===== src/rtl/s2b_pkg.sv =====
package s2b_pkg;

  // Saturation bounds of the size registers.
  localparam int MAX_BATCHES = 64;
  localparam int MAX_DIM     = 4096;
  localparam int MAX_BLOCK   = 16;

  // Port widths.
  localparam int OB_W      = 14;
  localparam int ROW_W     = 12;
  localparam int COL_W     = 12;
  localparam int DIM_W     = 12;
  localparam int PIX_W     = 30;
  localparam int FILL_W    = 8;
  localparam int BLK_W     = 5;
  localparam int PAD_W     = 8;
  localparam int NB_W      = 7;
  localparam int SIZE_W    = 13;
  localparam int CFG_W     = 13;
  localparam int CFG_IDX_W = 3;

  // Internal widths derived from the bounds.
  localparam int QBITS     = $clog2(MAX_BLOCK);
  localparam int SB_W      = $clog2(MAX_BATCHES);
  localparam int NBW_W     = $clog2(MAX_BATCHES * MAX_BLOCK + 1);
  localparam int TOTAL_W   = $clog2(MAX_BATCHES * MAX_BLOCK * MAX_BLOCK + 1);
  localparam int DIV_W     = NBW_W + QBITS;
  localparam int POS_W     = ROW_W + QBITS;
  localparam int ROWIDX_W  = SB_W + SIZE_W + 1;
  localparam int PROD_W    = ROWIDX_W + SIZE_W;

  // Pipeline stage positions.
  localparam int ST_IN   = 0;
  localparam int ST_DIV1 = ST_IN + 1;
  localparam int ST_DIV2 = ST_DIV1 + QBITS;
  localparam int ST_POS  = ST_DIV2 + QBITS;
  localparam int ST_CHK  = ST_POS + 1;
  localparam int ST_ROW  = ST_CHK + 1;
  localparam int ST_PIX  = ST_ROW + 1;
  localparam int NSTG    = ST_PIX + 1;

  typedef enum logic [CFG_IDX_W-1:0] {
    REG_BLOCK_HEIGHT = 3'd0,
    REG_BLOCK_WIDTH  = 3'd1,
    REG_PAD_TOP      = 3'd2,
    REG_LEFT_PAD     = 3'd3,
    REG_NUM_BATCHES  = 3'd4,
    REG_SRC_HEIGHT   = 3'd5,
    REG_SRC_WIDTH    = 3'd6,
    REG_FILL_VALUE   = 3'd7
  } cfg_reg_t;

  typedef struct packed {
    logic [OB_W-1:0]     ob;
    logic [ROW_W-1:0]    orow;
    logic [COL_W-1:0]    ocol;
    logic [OB_W-1:0]     rem;
    logic [QBITS-1:0]    q1;
    logic [QBITS-1:0]    q2;
    logic [POS_W-1:0]    rpos;
    logic [POS_W-1:0]    cpos;
    logic                pad;
    logic [DIM_W-1:0]    sr;
    logic [DIM_W-1:0]    sc;
    logic [ROWIDX_W-1:0] row_idx;
    logic [PIX_W-1:0]    pix;
    logic [FILL_W-1:0]   fill;
  } stage_t;

endpackage


===== src/rtl/space_to_batch_address_map.sv =====
// Channel   | Handshake            | Payload
// ----------+----------------------+------------------------------------------------
// input     | in_valid / in_stall  | out_batch, out_row, out_col
// result    | out_valid / out_stall| is_pad, src_batch, src_row, src_col,
//           |                      | src_pixel_index, pad_value
// config    | cfg_we               | cfg_index, cfg_data
//
// One item is taken per cycle while in_stall is low. Each item passes through the
// capture stage, the two divider chains of one bit per stage, and the position,
// check, row and pixel stages in that order; the result is offered from the pixel
// stage and leaves when out_stall is low.
// Reset (rst, synchronous) empties the pipeline and loads the register defaults.
// Each stage holds its item while the next one is full and cannot move, so empty
// stages are filled up behind a stalled result; in_stall rises only when all are full.
module space_to_batch_address_map
  import s2b_pkg::*;
(
  input  logic                 clk,
  input  logic                 rst,
  input  logic                 cfg_we,
  input  logic [CFG_IDX_W-1:0] cfg_index,
  input  logic [CFG_W-1:0]     cfg_data,
  input  logic                 in_valid,
  output logic                 in_stall,
  input  logic [OB_W-1:0]      out_batch,
  input  logic [ROW_W-1:0]     out_row,
  input  logic [COL_W-1:0]     out_col,
  output logic                 out_valid,
  input  logic                 out_stall,
  output logic                 is_pad,
  output logic [SB_W-1:0]      src_batch,
  output logic [DIM_W-1:0]     src_row,
  output logic [DIM_W-1:0]     src_col,
  output logic [PIX_W-1:0]     src_pixel_index,
  output logic [FILL_W-1:0]    pad_value
);

  logic [BLK_W-1:0]  block_height, block_width;
  logic [PAD_W-1:0]  pad_top, left_pad;
  logic [NB_W-1:0]   num_batches;
  logic [SIZE_W-1:0] src_height, src_width;
  logic [FILL_W-1:0] fill_value;

  logic [BLK_W-1:0]  bh_s, bw_s;
  logic [NB_W-1:0]   nb_s;
  logic [SIZE_W-1:0] ih_s, iw_s;

  logic [NBW_W-1:0]   nbw;
  logic [TOTAL_W-1:0] total;

  stage_t            pipe [NSTG];
  stage_t            src  [NSTG];
  stage_t            nxt  [NSTG];
  logic [NSTG-1:0]   pipe_v, src_v, adv;

  always_ff @(posedge clk) begin
    if (rst) begin
      block_height <= BLK_W'(2);
      block_width  <= BLK_W'(2);
      pad_top      <= '0;
      left_pad     <= '0;
      num_batches  <= NB_W'(1);
      src_height   <= SIZE_W'(1);
      src_width    <= SIZE_W'(1);
      fill_value   <= '0;
    end else if (cfg_we) begin
      unique case (cfg_reg_t'(cfg_index))
        REG_BLOCK_HEIGHT: block_height <= cfg_data[BLK_W-1:0];
        REG_BLOCK_WIDTH:  block_width  <= cfg_data[BLK_W-1:0];
        REG_PAD_TOP:      pad_top      <= cfg_data[PAD_W-1:0];
        REG_LEFT_PAD:     left_pad     <= cfg_data[PAD_W-1:0];
        REG_NUM_BATCHES:  num_batches  <= cfg_data[NB_W-1:0];
        REG_SRC_HEIGHT:   src_height   <= cfg_data[SIZE_W-1:0];
        REG_SRC_WIDTH:    src_width    <= cfg_data[SIZE_W-1:0];
        REG_FILL_VALUE:   fill_value   <= cfg_data[FILL_W-1:0];
        default: ;
      endcase
    end
  end

  // Block sizes, batch count and source sizes are clamped into their legal ranges before use.
  always_comb begin
    if (block_height < BLK_W'(2)) bh_s = BLK_W'(2);
    else if (32'(block_height) > MAX_BLOCK) bh_s = BLK_W'(MAX_BLOCK);
    else bh_s = block_height;

    if (block_width < BLK_W'(2)) bw_s = BLK_W'(2);
    else if (32'(block_width) > MAX_BLOCK) bw_s = BLK_W'(MAX_BLOCK);
    else bw_s = block_width;

    if (num_batches == '0) nb_s = NB_W'(1);
    else if (32'(num_batches) > MAX_BATCHES) nb_s = NB_W'(MAX_BATCHES);
    else nb_s = num_batches;

    if (src_height == '0) ih_s = SIZE_W'(1);
    else if (32'(src_height) > MAX_DIM) ih_s = SIZE_W'(MAX_DIM);
    else ih_s = src_height;

    if (src_width == '0) iw_s = SIZE_W'(1);
    else if (32'(src_width) > MAX_DIM) iw_s = SIZE_W'(MAX_DIM);
    else iw_s = src_width;
  end

  // Batches times block width, and the number of output batches. The user must change
  // registers only while no item is in flight; the block does not enforce this.
  always_ff @(posedge clk) begin
    if (rst) begin
      nbw   <= NBW_W'(2);
      total <= TOTAL_W'(4);
    end else begin
      nbw   <= NBW_W'(NBW_W'(nb_s) * NBW_W'(bw_s));
      total <= TOTAL_W'(TOTAL_W'(nbw) * TOTAL_W'(bh_s));
    end
  end

  always_comb begin
    src[ST_IN]      = '0;
    src[ST_IN].ob   = out_batch;
    src[ST_IN].rem  = out_batch;
    src[ST_IN].orow = out_row;
    src[ST_IN].ocol = out_col;
    src_v[ST_IN]    = in_valid;
    for (int s = 1; s < NSTG; s++) begin
      src[s]   = pipe[s-1];
      src_v[s] = pipe_v[s-1];
    end
  end

  always_comb begin
    adv[NSTG-1] = !pipe_v[NSTG-1] || !out_stall;
    for (int s = NSTG - 2; s >= 0; s--) begin
      adv[s] = !pipe_v[s] || adv[s+1];
    end
  end

  // The tile index is split by dividing first by batches*block_width (giving the
  // tile row) and then the remainder by batches (tile column, source batch).
  always_comb begin
    logic [DIV_W-1:0]  dsh;
    logic [POS_W-1:0]  rdiff, cdiff;
    logic              row_ok, col_ok;
    logic [PROD_W-1:0] prod;
    dsh   = '0;
    rdiff = '0;
    cdiff = '0;
    row_ok = 1'b0;
    col_ok = 1'b0;
    prod  = '0;
    for (int s = 0; s < NSTG; s++) begin
      nxt[s] = src[s];
      if (s >= ST_DIV1 && s < ST_DIV2) begin
        dsh = DIV_W'(nbw) << (ST_DIV2 - 1 - s);
        if (DIV_W'(src[s].rem) >= dsh) begin
          nxt[s].rem = OB_W'(DIV_W'(src[s].rem) - dsh);
          nxt[s].q1  = QBITS'({src[s].q1, 1'b1});
        end else begin
          nxt[s].q1  = QBITS'({src[s].q1, 1'b0});
        end
      end else if (s >= ST_DIV2 && s < ST_POS) begin
        dsh = DIV_W'(nb_s) << (ST_POS - 1 - s);
        if (DIV_W'(src[s].rem) >= dsh) begin
          nxt[s].rem = OB_W'(DIV_W'(src[s].rem) - dsh);
          nxt[s].q2  = QBITS'({src[s].q2, 1'b1});
        end else begin
          nxt[s].q2  = QBITS'({src[s].q2, 1'b0});
        end
      end else if (s == ST_POS) begin
        nxt[s].pad  = 32'(src[s].ob) >= 32'(total);
        nxt[s].rpos = POS_W'(POS_W'(src[s].orow) * POS_W'(bh_s) + POS_W'(src[s].q1));
        nxt[s].cpos = POS_W'(POS_W'(src[s].ocol) * POS_W'(bw_s) + POS_W'(src[s].q2));
      end else if (s == ST_CHK) begin
        rdiff  = src[s].rpos - POS_W'(pad_top);
        cdiff  = src[s].cpos - POS_W'(left_pad);
        row_ok = (src[s].rpos >= POS_W'(pad_top)) && (rdiff < POS_W'(ih_s));
        col_ok = (src[s].cpos >= POS_W'(left_pad)) && (cdiff < POS_W'(iw_s));
        nxt[s].pad     = src[s].pad || !row_ok || !col_ok;
        nxt[s].sr      = rdiff[DIM_W-1:0];
        nxt[s].sc      = cdiff[DIM_W-1:0];
        nxt[s].row_idx = ROWIDX_W'(src[s].rem[SB_W-1:0]) * ROWIDX_W'(ih_s);
      end else if (s == ST_ROW) begin
        nxt[s].row_idx = src[s].row_idx + ROWIDX_W'(src[s].sr);
      end else if (s == ST_PIX) begin
        prod = PROD_W'(src[s].row_idx) * PROD_W'(iw_s) + PROD_W'(src[s].sc);
        if (src[s].pad) begin
          nxt[s].rem  = '0;
          nxt[s].sr   = '0;
          nxt[s].sc   = '0;
          nxt[s].pix  = '0;
          nxt[s].fill = fill_value;
        end else begin
          nxt[s].pix  = prod[PIX_W-1:0];
          nxt[s].fill = '0;
        end
      end
    end
  end

  always_ff @(posedge clk) begin
    if (rst) begin
      pipe_v <= '0;
    end else begin
      for (int s = 0; s < NSTG; s++) begin
        if (adv[s]) begin
          pipe_v[s] <= src_v[s];
        end
      end
    end
  end

  always_ff @(posedge clk) begin
    for (int s = 0; s < NSTG; s++) begin
      if (adv[s] && src_v[s]) begin
        pipe[s] <= nxt[s];
      end
    end
  end

  assign in_stall        = !adv[ST_IN];
  assign out_valid       = pipe_v[NSTG-1];
  assign is_pad          = pipe[NSTG-1].pad;
  assign src_batch       = pipe[NSTG-1].rem[SB_W-1:0];
  assign src_row         = pipe[NSTG-1].sr;
  assign src_col         = pipe[NSTG-1].sc;
  assign src_pixel_index = pipe[NSTG-1].pix;
  assign pad_value       = pipe[NSTG-1].fill;

endmodule


===== config.mk =====
export PLATFORM = sky130hd
export DESIGN_NAME = space_to_batch_address_map
export DESIGN_NICKNAME = d
export VERILOG_FILES = /design/src/rtl/s2b_pkg.sv /design/src/rtl/space_to_batch_address_map.sv
export SDC_FILE = /design/constraint.sdc
export NUM_CORES = 2
export LEC_CHECK = 0
export ABC_AREA = 0
export ABC_CLOCK_PERIOD_IN_PS = 9150
export BUFFER_PORTS_ARGS = -buffer_cell sky130_fd_sc_hd__buf_4
export CAP_MARGIN = 20
export CORE_MARGIN = 4
export CORE_UTILIZATION = 30
export CTS_CLUSTER_DIAMETER = 40
export CTS_CLUSTER_SIZE = 24
export DETAILED_ROUTE_END_ITERATION = 12
export PLACE_DENSITY = 0.49
export SLEW_MARGIN = 15
export SYNTH_ARGS = -nofsm -noshare
export SYNTH_HDL_FRONTEND = slang
export SYNTH_SLANG_ARGS = --single-unit

===== constraint.sdc =====
create_clock -name clk -period 9.15 [get_ports clk]
set_input_delay 0.4575 -clock clk [delete_from_list [all_inputs] [get_ports clk]]
set_output_delay 0.4575 -clock clk [all_outputs]
set_load 0.02 [all_outputs]

==> results.txt <==
----------------------------------------------------
[Worst setup path]
  Critical path capture point type ... register
  Data arrival time at the worst-slack endpoint ... 7.51 ns
  Required time of the critical path ... 9.61 ns
  Classification of the worst setup path ... reg -> reg
  Maximum fanout encountered on the critical timing path ... 21
  Startpoint type of the worst setup path ... register

[Clock tree]
  H-tree Lvls ... 4
  CTS tree ... done
  Clk Latency, worst-skew pair ... 0.76 ns
  Clock transition time at the flip-flop clock pins of the worst setup and hold paths ... 0.05 ns
  Post-CTS Hold Fix Bufs ... 53
  CTS buffer count ... 142
  Clock Path Buffers ... 3
  Number of instances resized during post-cts repair ... 0
  Number of sinks on the clock net ... 791
  CTS root buf ... sky130_fd_sc_hd__clkbuf_16
  Post-CTS setup buffers ... 0

[Die]
  Core Region ... 161,000 um^2
  Die span in x ... 411 um
  I/O pin cnt ... 130
  Total number of placement rows ... 147
  Initial cell density of the core ... 30.3%
  Die area ... 169,000 um^2
  Die Height ... 411 um

[Global route]
  Grt ovf ... 0
  Number of antenna violations at the first check in global routing ... 4
  Number of global-route vias before repair ... 31,600
  First-pass GRT wire length ... 176,000 um
  Overall routing resource usage ... 13.1%
  Maximum number of pins on one net before global-route repair ... 88

[Routing]
  Vias ... 30,000
  DRC violation count after routing ... 0
  Final wirelength ... 109,000 um
  Number of vias per cell ... 4.50
  Detailed Route Iter0 Violations ... 1,438
  Routed length per placed instance ... 16.3 um
  Number of optimization iterations in the first detailed-route pass ... 5
  Final ANT Viol Nets ... 0

[Finish]
  Ratio of cells with drive above 1 in the final layout ... 10.5%
  Area Growth Syn to Fin ... 17.7%
  Cell area after layout ... 57,400 um^2
  Final std cells w/o fill ... 6,680
  Final net count ... 5,181

[Timing]
  Skew final ... 0.0599 ns
  Worst setup margin ... 2.10 ns
  RSZ-0062 raised after global routing ... no
  Setup-violating endpoint count in the final report ... 0
  Fmax ... 0.142 GHz
  Remaining max-slew budget at the tightest pin ... 27.3%
  Measured slew at the worst slew-check pin ... 1.09 ns
  Final Slew Violations ... 0
  Min Tclk post-route ... 7.05 ns
  Total negative setup slack ... 0 ns
  Crit share post-route ... 77.1%
  Hold Vio Cnt, Final ... 0

[Power and ir drop]
  VDD IR-drop max ... 0.186 mV
  Ratio of total power to cell area ... 174 nW/um^2
  Internal power summed over all cells ... 7.61 mW
  Register share of total power ... 39.8%
  Clk network pwr share ... 53.7%
  Reported leakage power ... 23.1 nW
  Total power consumption of the routed design ... 9.99 mW
  Reported net switching power ... 2.38 mW
  Comb power frac ... 6.6%
  Switching share of total power ... 23.8%

[Placed design]
  Placed cell area ... 51,900 um^2
  Post-DP HPWL ... 82,000 um
  Post-Place Worst Slack ... 2.13 ns
  Buffers added on ports ... 129
  Cell count after placement ... 6,359
  GP Congestion ... 0.842

[Outcome]
  Status ... finished clean

[Flow run]
  Max Cap Viol ... 0

[Yosys]
  Fraction of registers with async set/reset ... 0%
  Ys Warns ... 0
  Syn nets ... 5,004
  Number of unique standard cell types used by synthesis ... 75
  Synthesized flop and latch total ... 791
  Area of the mapped netlist ... 48,800 um^2
  Predominant post-synthesis flop cell ... sky130_fd_sc_hd__edfxtp_1
  Number of enable-type register cells in the synthesized netlist ... 685
  Share of synthesized area occupied by flip-flops and latches ... 46.5%
  Gate count of the mapped netlist ... 4,220
  Syn Area/Cell ... 11.6 um^2

[Worst hold path]
  HP Class ... in -> reg

----------------------------------------------------
## state kept, by name (all words and copies together) (netlist names)
signal        cells
pipe            685
total            15
pipe_v           13
src_height       13
src_width        13
nbw              11
fill_value        8
left_pad          8
pad_top           8
num_batches       7
block_height      5
block_width       5
## layout by cell type, fill, tap and decap left out, types with 14 or more instances in the layout
| master | count |
|---|---|
| sky130_fd_sc_hd__nor2_1 | 205 |
| sky130_fd_sc_hd__mux2_2 | 16 |
| sky130_fd_sc_hd__dfxtp_1 | 106 |
| sky130_fd_sc_hd__clkbuf_16 | 145 |
| sky130_fd_sc_hd__inv_1 | 503 |
| sky130_fd_sc_hd__a21o_1 | 63 |
| sky130_fd_sc_hd__a21boi_0 | 16 |
| sky130_fd_sc_hd__o21ai_0 | 87 |
| sky130_fd_sc_hd__edfxtp_1 | 685 |
| sky130_fd_sc_hd__o21bai_1 | 17 |
| sky130_fd_sc_hd__nand3_1 | 32 |
| sky130_fd_sc_hd__mux2i_1 | 16 |
| sky130_fd_sc_hd__ha_1 | 359 |
| sky130_fd_sc_hd__clkinv_2 | 18 |
| sky130_fd_sc_hd__inv_6 | 18 |
| sky130_fd_sc_hd__nand4_1 | 20 |
| sky130_fd_sc_hd__nor2b_1 | 97 |
| sky130_fd_sc_hd__xor2_1 | 57 |
| sky130_fd_sc_hd__a31oi_1 | 21 |
| sky130_fd_sc_hd__o21a_1 | 25 |
| sky130_fd_sc_hd__and3_1 | 15 |
| sky130_fd_sc_hd__fa_1 | 366 |
| sky130_fd_sc_hd__a21oi_1 | 200 |
| sky130_fd_sc_hd__and2_1 | 216 |
| sky130_fd_sc_hd__xnor2_1 | 127 |
| sky130_fd_sc_hd__nand2b_1 | 29 |
| sky130_fd_sc_hd__dlygate4sd3_1 | 53 |
| sky130_fd_sc_hd__clkbuf_1 | 14 |
| sky130_fd_sc_hd__nor3_1 | 64 |
| sky130_fd_sc_hd__nand2_1 | 518 |
| sky130_fd_sc_hd__buf_4 | 168 |
## path summary, 6_finish.rpt
| path | from | endpoint | cells after the start | slack, ns |
|---|---|---|---|---|
| max | src_width[12] | pipe[1][736] | 20 | 2.10 |
| max reg2reg | src_width[12] | pipe[1][736] | 20 | 2.10 |
| min | rst | fill_value[7] | 2 | 0.10 |
| min reg2reg | pipe[0][674] | pipe[0][849] | 0 | 0.39 |
## through the flow
step	hold WS (ns)	utilization [%]
detailed placement	0.405	32.2
global placement	0.400	32.2
finish	0.100	35.6
global route	0.0559	35.6
CTS	0.0293	35.6
floorplan	0.400	-
## layer usage
layer / wire, um / global-route usage (%)
met1: 50200 / 17.3
met2: 50500 / 21.2
met4: 3230 / 4.75
met3: 5240 / 2.71
met5: 7 / 0
## Yosys cell counts, types with 5 or more instances
cell	count	area, um^2
sky130_fd_sc_hd__edfxtp_1	685	20600
sky130_fd_sc_hd__nand2_1	518	1940
sky130_fd_sc_hd__inv_1	503	1890
sky130_fd_sc_hd__fa_1	366	7330
sky130_fd_sc_hd__ha_1	359	4490
sky130_fd_sc_hd__and2_1	218	1360
sky130_fd_sc_hd__nor2_1	205	769
sky130_fd_sc_hd__a21oi_1	201	1010
sky130_fd_sc_hd__xnor2_1	127	1110
sky130_fd_sc_hd__clkbuf_1	113	424
sky130_fd_sc_hd__dfxtp_1	106	2120
sky130_fd_sc_hd__nor2b_1	105	657
sky130_fd_sc_hd__o21ai_0	87	435
sky130_fd_sc_hd__buf_4	68	510
sky130_fd_sc_hd__nor3_1	64	320
sky130_fd_sc_hd__a21o_1	63	473
sky130_fd_sc_hd__xor2_1	57	499
sky130_fd_sc_hd__nand3_1	32	160
sky130_fd_sc_hd__nand2b_1	29	181
sky130_fd_sc_hd__o21a_1	25	188
sky130_fd_sc_hd__a31oi_1	21	131
sky130_fd_sc_hd__a21boi_0	20	150
sky130_fd_sc_hd__nand4_1	20	125
sky130_fd_sc_hd__o21bai_1	17	128
sky130_fd_sc_hd__mux2_2	16	180
sky130_fd_sc_hd__mux2i_1	16	160
sky130_fd_sc_hd__and3_1	15	93.8
sky130_fd_sc_hd__nor4_1	12	75.1
sky130_fd_sc_hd__o31ai_1	11	82.6
sky130_fd_sc_hd__a211oi_1	10	75.1
sky130_fd_sc_hd__or2_2	10	62.6
sky130_fd_sc_hd__nand4b_1	9	78.8
sky130_fd_sc_hd__nand3b_1	8	60.1
sky130_fd_sc_hd__o211ai_1	8	60.1
sky130_fd_sc_hd__or3_1	8	50.1
sky130_fd_sc_hd__mux2_4	7	105
sky130_fd_sc_hd__a311oi_1	5	43.8
sky130_fd_sc_hd__a41oi_1	5	43.8
sky130_fd_sc_hd__buf_1	5	18.8
## logic make-up (layout without fill, tap and decap cells)
family | count (synthesis) | in the layout | synth area share [%]
buffers and inverters | 692 | 989 | 5.87
other | 0 | 3 | 0
AND/OR/NAND/NOR | 1271 | 1271 | 12.5
adder cells (fa/ha/maj) | 725 | 725 | 24.2
flip-flops | 791 | 791 | 46.5
XOR/XNOR | 184 | 184 | 3.30
AO/OA/AOI/OAI | 518 | 518 | 6.64
multiplexers | 39 | 39 | 0.913
## power by group through the flow
stage               combinational [mW]  clock (mW)  sequential, mW
floorplan                        0.468           0            4.03
global placement                 0.635           0            4.04
finish                           0.656        5.36            3.97
global route                     0.748        5.70            3.97
CTS                              0.664        5.53            3.97
detailed placement               0.640           0            4.04
## area by class of cell
class                   count  area [um^2]
flip-flops and latches    791        22700
clock inverters           101         1270
fillers                 16000       104000
clock buffers             163         3740
diodes                      3         7.51
repair buffers            221         1790
inverters                 504         1890
multi-input cells        2737        23300
well taps                2160         2700
## critical path, stage by stage (launching register included)
cell and delay [ns]:
sky130_fd_sc_hd__dfxtp_1 0.73, sky130_fd_sc_hd__nor2b_1 0.10, sky130_fd_sc_hd__buf_4 0.24, sky130_fd_sc_hd__and2_1 0.21
sky130_fd_sc_hd__fa_1 0.54, sky130_fd_sc_hd__inv_1 0.05, sky130_fd_sc_hd__fa_1 0.48, sky130_fd_sc_hd__inv_1 0.05
sky130_fd_sc_hd__fa_1 0.44, sky130_fd_sc_hd__ha_1 0.30, sky130_fd_sc_hd__fa_1 0.51, sky130_fd_sc_hd__fa_1 0.42
sky130_fd_sc_hd__ha_1 0.35, sky130_fd_sc_hd__a2111oi_0 0.42, sky130_fd_sc_hd__o21ai_0 0.41, sky130_fd_sc_hd__a21boi_0 0.39
sky130_fd_sc_hd__o21ai_0 0.27, sky130_fd_sc_hd__a31oi_1 0.43, sky130_fd_sc_hd__a211oi_1 0.17, sky130_fd_sc_hd__nor3_1 0.17
sky130_fd_sc_hd__nor3_1 0.08
Power figures use the tool's default switching activity.
